--- src/hw/rtl/clt_pkg.sv ---
// Shared types, character codes and sizes for the command line tokenizer.
package clt_pkg;

    localparam int MAX_TEXT_LEN = 65536;
    localparam int POS_W        = (MAX_TEXT_LEN > 2) ? $clog2(MAX_TEXT_LEN) : 1;
    localparam int OFFSET_W     = 16;
    localparam int MAX_RESULTS  = 3;
    localparam int RES_CNT_W    = $clog2(MAX_RESULTS + 1);
    localparam int FIFO_DEPTH   = 4;
    localparam int FIFO_PTR_W   = $clog2(FIFO_DEPTH);
    localparam int FIFO_CNT_W   = $clog2(FIFO_DEPTH + 1);

    localparam logic [7:0] CH_SPACE  = 8'h20;
    localparam logic [7:0] CH_SLASH  = 8'h2f;
    localparam logic [7:0] CH_STAR   = 8'h2a;
    localparam logic [7:0] CH_QUOTE  = 8'h22;
    localparam logic [7:0] CH_BSLASH = 8'h5c;

    localparam logic KIND_BYTE = 1'b0;
    localparam logic KIND_END  = 1'b1;

    typedef enum logic [9:0] {
        M_IDLE         = 10'b00_0000_0001,
        M_IDLE_SLASH   = 10'b00_0000_0010,
        M_COMMENT      = 10'b00_0000_0100,
        M_COMMENT_STAR = 10'b00_0000_1000,
        M_SKIP         = 10'b00_0001_0000,
        M_QUOTE        = 10'b00_0010_0000,
        M_QUOTE_ESC    = 10'b00_0100_0000,
        M_WORD         = 10'b00_1000_0000,
        M_WORD_ESC     = 10'b01_0000_0000,
        M_WORD_SLASH   = 10'b10_0000_0000
    } lex_mode_t;

    typedef struct packed {
        logic [7:0] text_byte;
        logic       end_of_text;
    } text_item_t;

    typedef struct packed {
        logic                kind;
        logic [7:0]          token_byte;
        logic [OFFSET_W-1:0] resume_offset;
        logic                last_of_run;
    } token_item_t;

endpackage

--- src/hw/rtl/command_line_tokenizer.sv ---
// Top level of the streaming command line tokenizer with its result queue.
//
//   Channel   Signals                             Direction  Payload
//   text      text_valid, text_ready, text_data   input      clt_pkg::text_item_t
//   token     tok_valid, tok_ready, tok_data      output     clt_pkg::token_item_t
//
// A text byte is lexed in the cycle it is accepted and its zero to three results are
// written into a four-entry result queue; the queue delivers one result per cycle while tok_ready is high.
// A new byte is taken in every cycle while the queue holds at most one result, so a
// byte that yields two or three results can stall the input until the queue drains.
// Reset puts the lexer between tokens at offset zero and empties the queue.
// A stalled output only fills the queue; the lexer state waits with the input.
module command_line_tokenizer
(
    input  logic                  clk,
    input  logic                  rst_n,
    input  logic                  text_valid,
    output logic                  text_ready,
    input  clt_pkg::text_item_t   text_data,
    output logic                  tok_valid,
    input  logic                  tok_ready,
    output clt_pkg::token_item_t  tok_data
);

    clt_pkg::lex_mode_t                mode_reg, mode_next;
    logic [clt_pkg::POS_W-1:0]         pos_reg, pos_next;
    logic [clt_pkg::POS_W-1:0]         resume_reg, resume_next;

    clt_pkg::token_item_t              fifo_reg [clt_pkg::FIFO_DEPTH];
    logic [clt_pkg::FIFO_PTR_W-1:0]    wr_ptr_reg, wr_ptr_next;
    logic [clt_pkg::FIFO_PTR_W-1:0]    rd_ptr_reg, rd_ptr_next;
    logic [clt_pkg::FIFO_CNT_W-1:0]    count_reg, count_next;

    clt_pkg::token_item_t              res [clt_pkg::MAX_RESULTS];
    logic [clt_pkg::RES_CNT_W-1:0]     res_cnt;

    logic                              accept;
    logic                              pop;

    function automatic logic [clt_pkg::OFFSET_W-1:0] to_offset(
        input logic [clt_pkg::POS_W-1:0] pos
    );
        logic [clt_pkg::POS_W+clt_pkg::OFFSET_W-1:0] wide;
        wide = {{clt_pkg::OFFSET_W{1'b0}}, pos};
        return wide[clt_pkg::OFFSET_W-1:0];
    endfunction

    assign text_ready = (count_reg <= clt_pkg::FIFO_CNT_W'(clt_pkg::FIFO_DEPTH
                                                          - clt_pkg::MAX_RESULTS));
    assign accept     = text_valid && text_ready;
    assign tok_valid  = (count_reg != '0);
    assign pop        = tok_valid && tok_ready;
    assign tok_data   = fifo_reg[rd_ptr_reg];

    always_comb
    begin
        logic [7:0]                c;
        logic                      last;
        logic                      do_word;
        logic [clt_pkg::POS_W-1:0] p;
        logic [clt_pkg::POS_W-1:0] end_resume;
        logic                      do_end;
        logic [clt_pkg::RES_CNT_W-1:0] n;
        logic                      slash_first;

        c           = text_data.text_byte;
        p           = pos_reg;
        last        = text_data.end_of_text
                      || (p >= clt_pkg::POS_W'(clt_pkg::MAX_TEXT_LEN - 1));
        do_word     = 1'b0;
        do_end      = 1'b0;
        slash_first = 1'b0;
        end_resume  = p + 1'b1;
        mode_next   = mode_reg;
        n           = '0;
        for (int i = 0; i < clt_pkg::MAX_RESULTS; i++)
        begin
            res[i] = '0;
        end

        unique case (mode_reg)
            clt_pkg::M_IDLE:
            begin
                priority if (c <= clt_pkg::CH_SPACE)
                begin
                end
                else if (c == clt_pkg::CH_SLASH && !last)
                begin
                    mode_next = clt_pkg::M_IDLE_SLASH;
                end
                else if (c == clt_pkg::CH_QUOTE && !last)
                begin
                    mode_next = clt_pkg::M_QUOTE;
                end
                else if (last)
                begin
                    if (c != clt_pkg::CH_BSLASH)
                    begin
                        res[n] = '{clt_pkg::KIND_BYTE, c, '0, 1'b0};
                        n      = n + 1'b1;
                    end
                    do_end = 1'b1;
                end
                else if (c == clt_pkg::CH_BSLASH)
                begin
                    mode_next = clt_pkg::M_WORD_ESC;
                end
                else
                begin
                    res[n]    = '{clt_pkg::KIND_BYTE, c, '0, 1'b0};
                    n         = n + 1'b1;
                    mode_next = clt_pkg::M_WORD;
                end
            end
            clt_pkg::M_IDLE_SLASH:
            begin
                priority if (c == clt_pkg::CH_SLASH)
                begin
                    mode_next = clt_pkg::M_SKIP;
                end
                else if (c == clt_pkg::CH_STAR)
                begin
                    mode_next = clt_pkg::M_COMMENT;
                end
                else
                begin
                    slash_first = 1'b1;
                end
            end
            clt_pkg::M_COMMENT:
            begin
                if (c == clt_pkg::CH_STAR)
                begin
                    mode_next = clt_pkg::M_COMMENT_STAR;
                end
            end
            clt_pkg::M_COMMENT_STAR:
            begin
                priority if (c == clt_pkg::CH_SLASH)
                begin
                    mode_next = clt_pkg::M_IDLE;
                end
                else if (c != clt_pkg::CH_STAR)
                begin
                    mode_next = clt_pkg::M_COMMENT;
                end
                else
                begin
                end
            end
            clt_pkg::M_SKIP:
            begin
            end
            clt_pkg::M_QUOTE:
            begin
                priority if (last)
                begin
                    if (c != clt_pkg::CH_QUOTE)
                    begin
                        res[n] = '{clt_pkg::KIND_BYTE, c, '0, 1'b0};
                        n      = n + 1'b1;
                    end
                    do_end = 1'b1;
                end
                else if (c == clt_pkg::CH_QUOTE)
                begin
                    do_end    = 1'b1;
                    mode_next = clt_pkg::M_IDLE;
                end
                else if (c == clt_pkg::CH_BSLASH)
                begin
                    mode_next = clt_pkg::M_QUOTE_ESC;
                end
                else
                begin
                    res[n] = '{clt_pkg::KIND_BYTE, c, '0, 1'b0};
                    n      = n + 1'b1;
                end
            end
            clt_pkg::M_QUOTE_ESC:
            begin
                res[n] = '{clt_pkg::KIND_BYTE, c, '0, 1'b0};
                n      = n + 1'b1;
                if (last)
                begin
                    do_end = 1'b1;
                end
                else
                begin
                    mode_next = clt_pkg::M_QUOTE;
                end
            end
            clt_pkg::M_WORD:
            begin
                do_word = 1'b1;
            end
            clt_pkg::M_WORD_ESC:
            begin
                if (last)
                begin
                    do_end = 1'b1;
                end
                else
                begin
                    res[n]    = '{clt_pkg::KIND_BYTE, c, '0, 1'b0};
                    n         = n + 1'b1;
                    mode_next = clt_pkg::M_WORD;
                end
            end
            clt_pkg::M_WORD_SLASH:
            begin
                if (c == clt_pkg::CH_SLASH || c == clt_pkg::CH_STAR)
                begin
                    do_end     = 1'b1;
                    end_resume = p - 1'b1;
                    mode_next  = (c == clt_pkg::CH_SLASH) ? clt_pkg::M_SKIP
                                                          : clt_pkg::M_COMMENT;
                end
                else
                begin
                    slash_first = 1'b1;
                end
            end
            default:
            begin
                mode_next = clt_pkg::M_IDLE;
            end
        endcase

        // A held slash that turned out not to open a comment is a token byte.
        if (slash_first)
        begin
            res[n]  = '{clt_pkg::KIND_BYTE, clt_pkg::CH_SLASH, '0, 1'b0};
            n       = n + 1'b1;
            do_word = 1'b1;
        end

        if (do_word)
        begin
            priority if (last)
            begin
                if (c > clt_pkg::CH_SPACE)
                begin
                    res[n] = '{clt_pkg::KIND_BYTE, c, '0, 1'b0};
                    n      = n + 1'b1;
                end
                do_end = 1'b1;
            end
            else if (c <= clt_pkg::CH_SPACE)
            begin
                do_end    = 1'b1;
                mode_next = clt_pkg::M_IDLE;
            end
            else if (c == clt_pkg::CH_QUOTE)
            begin
                do_end     = 1'b1;
                end_resume = p;
                mode_next  = clt_pkg::M_QUOTE;
            end
            else if (c == clt_pkg::CH_SLASH)
            begin
                mode_next = clt_pkg::M_WORD_SLASH;
            end
            else if (c == clt_pkg::CH_BSLASH)
            begin
                mode_next = clt_pkg::M_WORD_ESC;
            end
            else
            begin
                res[n]    = '{clt_pkg::KIND_BYTE, c, '0, 1'b0};
                n         = n + 1'b1;
                mode_next = clt_pkg::M_WORD;
            end
        end

        resume_next = resume_reg;
        if (do_end)
        begin
            res[n]      = '{clt_pkg::KIND_END, 8'h00, to_offset(resume_reg), 1'b0};
            n           = n + 1'b1;
            resume_next = end_resume;
        end

        if (n != '0)
        begin
            res[n - 1'b1].last_of_run = 1'b1;
        end
        res_cnt = n;

        if (last)
        begin
            mode_next   = clt_pkg::M_IDLE;
            pos_next    = '0;
            resume_next = '0;
        end
        else
        begin
            pos_next = p + 1'b1;
        end
    end

    always_comb
    begin
        logic [clt_pkg::RES_CNT_W-1:0] pushed;
        pushed      = accept ? res_cnt : '0;
        wr_ptr_next = wr_ptr_reg + clt_pkg::FIFO_PTR_W'(pushed);
        rd_ptr_next = rd_ptr_reg + clt_pkg::FIFO_PTR_W'(pop);
        count_next  = count_reg + clt_pkg::FIFO_CNT_W'(pushed)
                      - clt_pkg::FIFO_CNT_W'(pop);
    end

    always_ff @(posedge clk or negedge rst_n)
    begin
        if (!rst_n)
        begin
            mode_reg   <= clt_pkg::M_IDLE;
            pos_reg    <= '0;
            resume_reg <= '0;
            wr_ptr_reg <= '0;
            rd_ptr_reg <= '0;
            count_reg  <= '0;
        end
        else
        begin
            if (accept)
            begin
                mode_reg   <= mode_next;
                pos_reg    <= pos_next;
                resume_reg <= resume_next;
            end
            wr_ptr_reg <= wr_ptr_next;
            rd_ptr_reg <= rd_ptr_next;
            count_reg  <= count_next;
        end
    end

    always_ff @(posedge clk)
    begin
        for (int i = 0; i < clt_pkg::MAX_RESULTS; i++)
        begin
            if (accept && (clt_pkg::RES_CNT_W'(i) < res_cnt))
            begin
                fifo_reg[wr_ptr_reg + clt_pkg::FIFO_PTR_W'(i)] <= res[i];
            end
        end
    end

    assert property (@(posedge clk) disable iff (!rst_n)
        count_reg <= clt_pkg::FIFO_CNT_W'(clt_pkg::FIFO_DEPTH))
        else $error("Result queue holds more transactions than its depth.");

    assert property (@(posedge clk) disable iff (!rst_n)
        accept && text_data.end_of_text
        |=> pos_reg == '0 && resume_reg == '0 && mode_reg == clt_pkg::M_IDLE)
        else $error("Lexer state did not return to its start after the final byte.");

    assert property (@(posedge clk) disable iff (!rst_n)
        resume_reg <= pos_reg)
        else $error("Resume offset lies beyond the current byte offset.");

endmodule
--- config.mk ---
export PLATFORM = sky130hd
export DESIGN_NAME = command_line_tokenizer
export DESIGN_NICKNAME = d
export VERILOG_FILES = /design/src/hw/rtl/clt_pkg.sv /design/src/hw/rtl/command_line_tokenizer.sv
export SDC_FILE = /design/constraint.sdc
export NUM_CORES = 1
export LEC_CHECK = 0
export BUFFER_PORTS_ARGS = -buffer_cell sky130_fd_sc_hd__buf_2
export CORE_ASPECT_RATIO = 1.25
export CORE_MARGIN = 10
export CORE_UTILIZATION = 40
export CTS_BUF_LIST = sky130_fd_sc_hd__clkbuf_8
export DETAILED_ROUTE_END_ITERATION = 10
export GPL_ROUTABILITY_DRIVEN = 0
export PLACE_DENSITY = 0.55
export REMOVE_ABC_BUFFERS = 1
export SETUP_SLACK_MARGIN = 0.02
export SLEW_MARGIN = 20
export SYNTH_ARGS = -nofsm -noshare
export SYNTH_HDL_FRONTEND = slang
export SYNTH_SLANG_ARGS = --single-unit
export TNS_END_PERCENT = 50
--- constraint.sdc ---
create_clock -name clk -period 6.47 [get_ports clk]
set_input_delay 0.3235 -clock clk [delete_from_list [all_inputs] [get_ports clk]]
set_output_delay 0.3235 -clock clk [all_outputs]
set_load 0.02 [all_outputs]
==> impl_metrics.json <==
{
  "core_area_um2": 22800,
  "final.setup.tns_ns": 0,
  "power.density_nw_per_um2": 386,
  "timing.final.max_slew_violations": 0,
  "routed_wire_length_per_instance_um": 20.4,
  "grt_max_degree": 50,
  "clkLatencyLatePin_ns": 0.48,
  "asyncSetResetFlopFracSynth_pct": 32.0,
  "ys_warn_count": 0,
  "gr-usage-met1_pct": 22.2,
  "drtPass1Iterations": 5,
  "antenna_found_initial": 1,
  "postLayoutCellArea_um2": 10200,
  "m2_gr_usage_pct": 27.5,
  "initial_utilization_pct": 40.4,
  "fmaxAchievable_mhz": 173,
  "via_count": 7304,
  "hpwlAfterDp_um": 17200,
  "clock_net_sink_count": 153,
  "fp.dieH_um": 190,
  "synthDominantCellAreaShare_pct": 33.9,
  "grt.busiest_layer": "met2",
  "synth.top_cells.by_area": "sky130_fd_sc_hd__edfxtp_1 (34%), sky130_fd_sc_hd__dfrtp_1 (13%), sky130_fd_sc_hd__mux4_2 (6.4%)",
  "crit_type": "reg -> reg",
  "slew_headroom_pct": 34.5,
  "detailedRoute.firstIterationViolations": 700,
  "synth_cell_types": 76,
  "synth_fa_ha_area_share_pct": 2.12,
  "design.portCount": 41,
  "p_leak_uw": 0.00373,
  "htree_num_levels": 4,
  "cts.reportedPaths.clkPinSlew_ns": 0.10,
  "placed_cells_incl_taps": 1198,
  "post_dr_vias_cell": 5.93,
  "n_antenna_cell": 0,
  "globalRouteTotalUtil_pct": 17.0,
  "worst_endpoint_required_time_ns": 6.83,
  "use_met3_pct": 2.91,
  "ant_nets": 0,
  "ys.flop_type": "sky130_fd_sc_hd__edfxtp_1",
  "timing_worst_slew_pin_value_ns": 0.976,
  "setup_viol": 0,
  "worstPathMaxFanout": 12,
  "tritoncts": "done",
  "port_buffers": 40,
  "drt_wl_total_um": 25100,
  "post_synthesis_mux_area_share_pct": 9.76,
  "worst_ir_drop_vdd_mv": 0.177,
  "rows": 62,
  "hold_path.class": "in -> reg",
  "cts_root_buffer": "sky130_fd_sc_hd__clkbuf_8",
  "max_cap_viol_count": 0,
  "syn-cell-area_um2": 9210,
  "final-hold-violation-count": 0,
  "grt_pass1_wl_um": 40000,
  "numCtsBuffers": 17,
  "synth_enable_flop_cells": 104,
  "ys_ff_latch": 153,
  "synth_top_family_by_area": "simple AND/OR/NAND/NOR gates",
  "area_growth_syn_to_layout_pct": 10.6,
  "post_cts_resized": 0,
  "die_area_um2": 29500,
  "dpl_cell_area_um2": 9730,
  "global_route_congestion_overflow_total": 0,
  "fin_crit_sh_pct": 89.3,
  "post_synth.cell_area_avg_um2": 10.1,
  "critical_path.startpoint_type": "flop",
  "number_of_nets_in_the_finished_design": 958,
  "post_route_cells_drive_above_1_share_pct": 16.9,
  "synth.yosys.seq_area_share_pct": 47.2,
  "synthXorXnorAreaFrac_pct": 2.57,
  "layoutNonFillerInstCount": 1231,
  "grt_pass1_vias": 7116,
  "cts_buffer_depth": 2,
  "crit_arrival_ns": 6.14,
  "netlist_instances": 909,
  "grt_setup_unrepaired": "false",
  "run_status": "finished, final reports clean",
  "largest_reg_flops": 104,
  "synth.top_cells.by_count": "sky130_fd_sc_hd__edfxtp_1 (104), sky130_fd_sc_hd__nand2_1 (101), sky130_fd_sc_hd__nor2_1 (85), sky130_fd_sc_hd__o21ai_0 (70), sky130_fd_sc_hd__clkbuf_1 (52)",
  "synth_compound_area_share_pct": 16.2,
  "die_width_um": 156,
  "drcViolationCount": 0,
  "crit_path_end_kind": "flop",
  "yosys.cell_count.top_type": "sky130_fd_sc_hd__edfxtp_1",
  "yosysTopAreaCell": "sky130_fd_sc_hd__edfxtp_1",
  "final.setup_skew_ns": 0.0228,
  "synth_simple_gate_area_share_pct": 18.5,
  "period_minus_slack_ns": 5.78
}
## timing repair
action | 4_1_cts | 5_1_grt
hold buffers | 1 | 0
endpoints found under the hold margin | 48 | 0
setup buffers | 0 | 0
## cell type report
cell class | instances | area [µm²]
fillers | 2229 | 12600
well taps | 288 | 360
multi-input cells | 672 | 4550
clock inverters | 15 | 206
repair buffers | 69 | 420
inverters | 17 | 63.8
flip-flops and latches | 153 | 4350
clock buffers | 17 | 234
## cell families after synthesis
logic type / after synthesis
and+or+nand+nor: 349
xor gates and xnor gates: 27
DFF: 153
adders and majority gates: 15
muxes: 55
buffers and inverters: 84
AOI/OAI and AO/OA: 226
## placed cells by master (no fill, tap or decap), drive strengths merged, types with 5 or more instances in the layout
| cell | netlist | final |
|---|---|---|
| a21boi | 6 | 6 |
| a21o | 6 | 6 |
| a21oi | 44 | 44 |
| a22oi | 6 | 6 |
| a31oi | 21 | 21 |
| and2 | 7 | 7 |
| and3 | 12 | 12 |
| and4 | 6 | 6 |
| buf | 15 | 68 |
| clkbuf | 52 | 17 |
| clkinv | 0 | 8 |
| dfrtp | 48 | 48 |
| edfxtp | 104 | 104 |
| ha | 14 | 14 |
| inv | 17 | 22 |
| mux2 | 5 | 5 |
| mux2i | 24 | 24 |
| mux4 | 26 | 26 |
| nand2 | 101 | 101 |
| nand2b | 6 | 6 |
| nand3 | 36 | 36 |
| nand4 | 16 | 16 |
| nor2 | 85 | 85 |
| nor2b | 18 | 18 |
| nor3 | 19 | 19 |
| nor4 | 9 | 9 |
| o211ai | 10 | 10 |
| o21ai | 76 | 76 |
| o221ai | 7 | 7 |
| o22ai | 8 | 8 |
| o31ai | 8 | 8 |
| or3 | 9 | 9 |
| or4 | 7 | 7 |
| xnor2 | 21 | 21 |
| xor2 | 6 | 6 |
## per-stage QoR
stage	power (µW)	hold WS (ns)	utilization (%)	worst slack, ns
floorplan	2550	0.0279	-	-0.436
global placement	3160	0.456	42.7	0.907
detailed placement	3170	0.459	42.7	0.765
CTS	3960	0.262	44.6	0.748
global route	4170	0.301	44.6	0.314
finish	3930	0.291	44.6	0.690
## power breakdown
part	switching, µW	internal (µW)
clock network	454	335
logic	1140	684
registers	116	1200
total	1710	2220
## final timing paths
path                                               from                 endpoint  slack, ns  cells after the start
min in group asynchronous                         rst_n   pos_reg[3]$_DFFE_PN0P_       0.47                      3
worst min-delay path                       text_data[0]  pos_reg[12]$_DFFE_PN0P_       0.29                      2
worst max-delay path            mode_reg[5]$_DFFE_PN0P_   count_reg[2]$_DFF_PN0_       0.69                     19
max in group asynchronous                         rst_n  rd_ptr_reg[0]$_DFF_PN0_       5.51                      3
worst min register to register  rd_ptr_reg[1]$_DFF_PN0_  rd_ptr_reg[1]$_DFF_PN0_       0.47                      1
worst max register to register  mode_reg[5]$_DFFE_PN0P_   count_reg[2]$_DFF_PN0_       0.69                     19
## routing by layer
layer  vias to the layer above  part of all wire, %
li1                       3468                    -
met1                      3557                   44
met2                       227                   48
met3                        50                  4.9
met4                         2                  2.4
met5                         -                0.052
## worst max-delay path: stages (launching register included)
cell	delay (ns)
sky130_fd_sc_hd__dfrtp_1	0.47
sky130_fd_sc_hd__or4_4	0.59
sky130_fd_sc_hd__or3_1	0.44
sky130_fd_sc_hd__or3_1	0.32
sky130_fd_sc_hd__o221ai_1	0.33
sky130_fd_sc_hd__or2_2	0.21
sky130_fd_sc_hd__ha_1	0.20
sky130_fd_sc_hd__inv_1	0.09
sky130_fd_sc_hd__a311o_1	0.33
sky130_fd_sc_hd__o22ai_2	0.18
sky130_fd_sc_hd__or2_1	0.14
sky130_fd_sc_hd__buf_4	0.20
sky130_fd_sc_hd__ha_1	0.33
sky130_fd_sc_hd__a21o_1	0.34
sky130_fd_sc_hd__o21ai_1	0.27
sky130_fd_sc_hd__nand2_1	0.17
sky130_fd_sc_hd__ha_1	0.32
sky130_fd_sc_hd__fa_1	0.43
sky130_fd_sc_hd__xor2_1	0.16
sky130_fd_sc_hd__xnor2_1	0.12
Note: power is estimated with default switching activity, not from simulation.
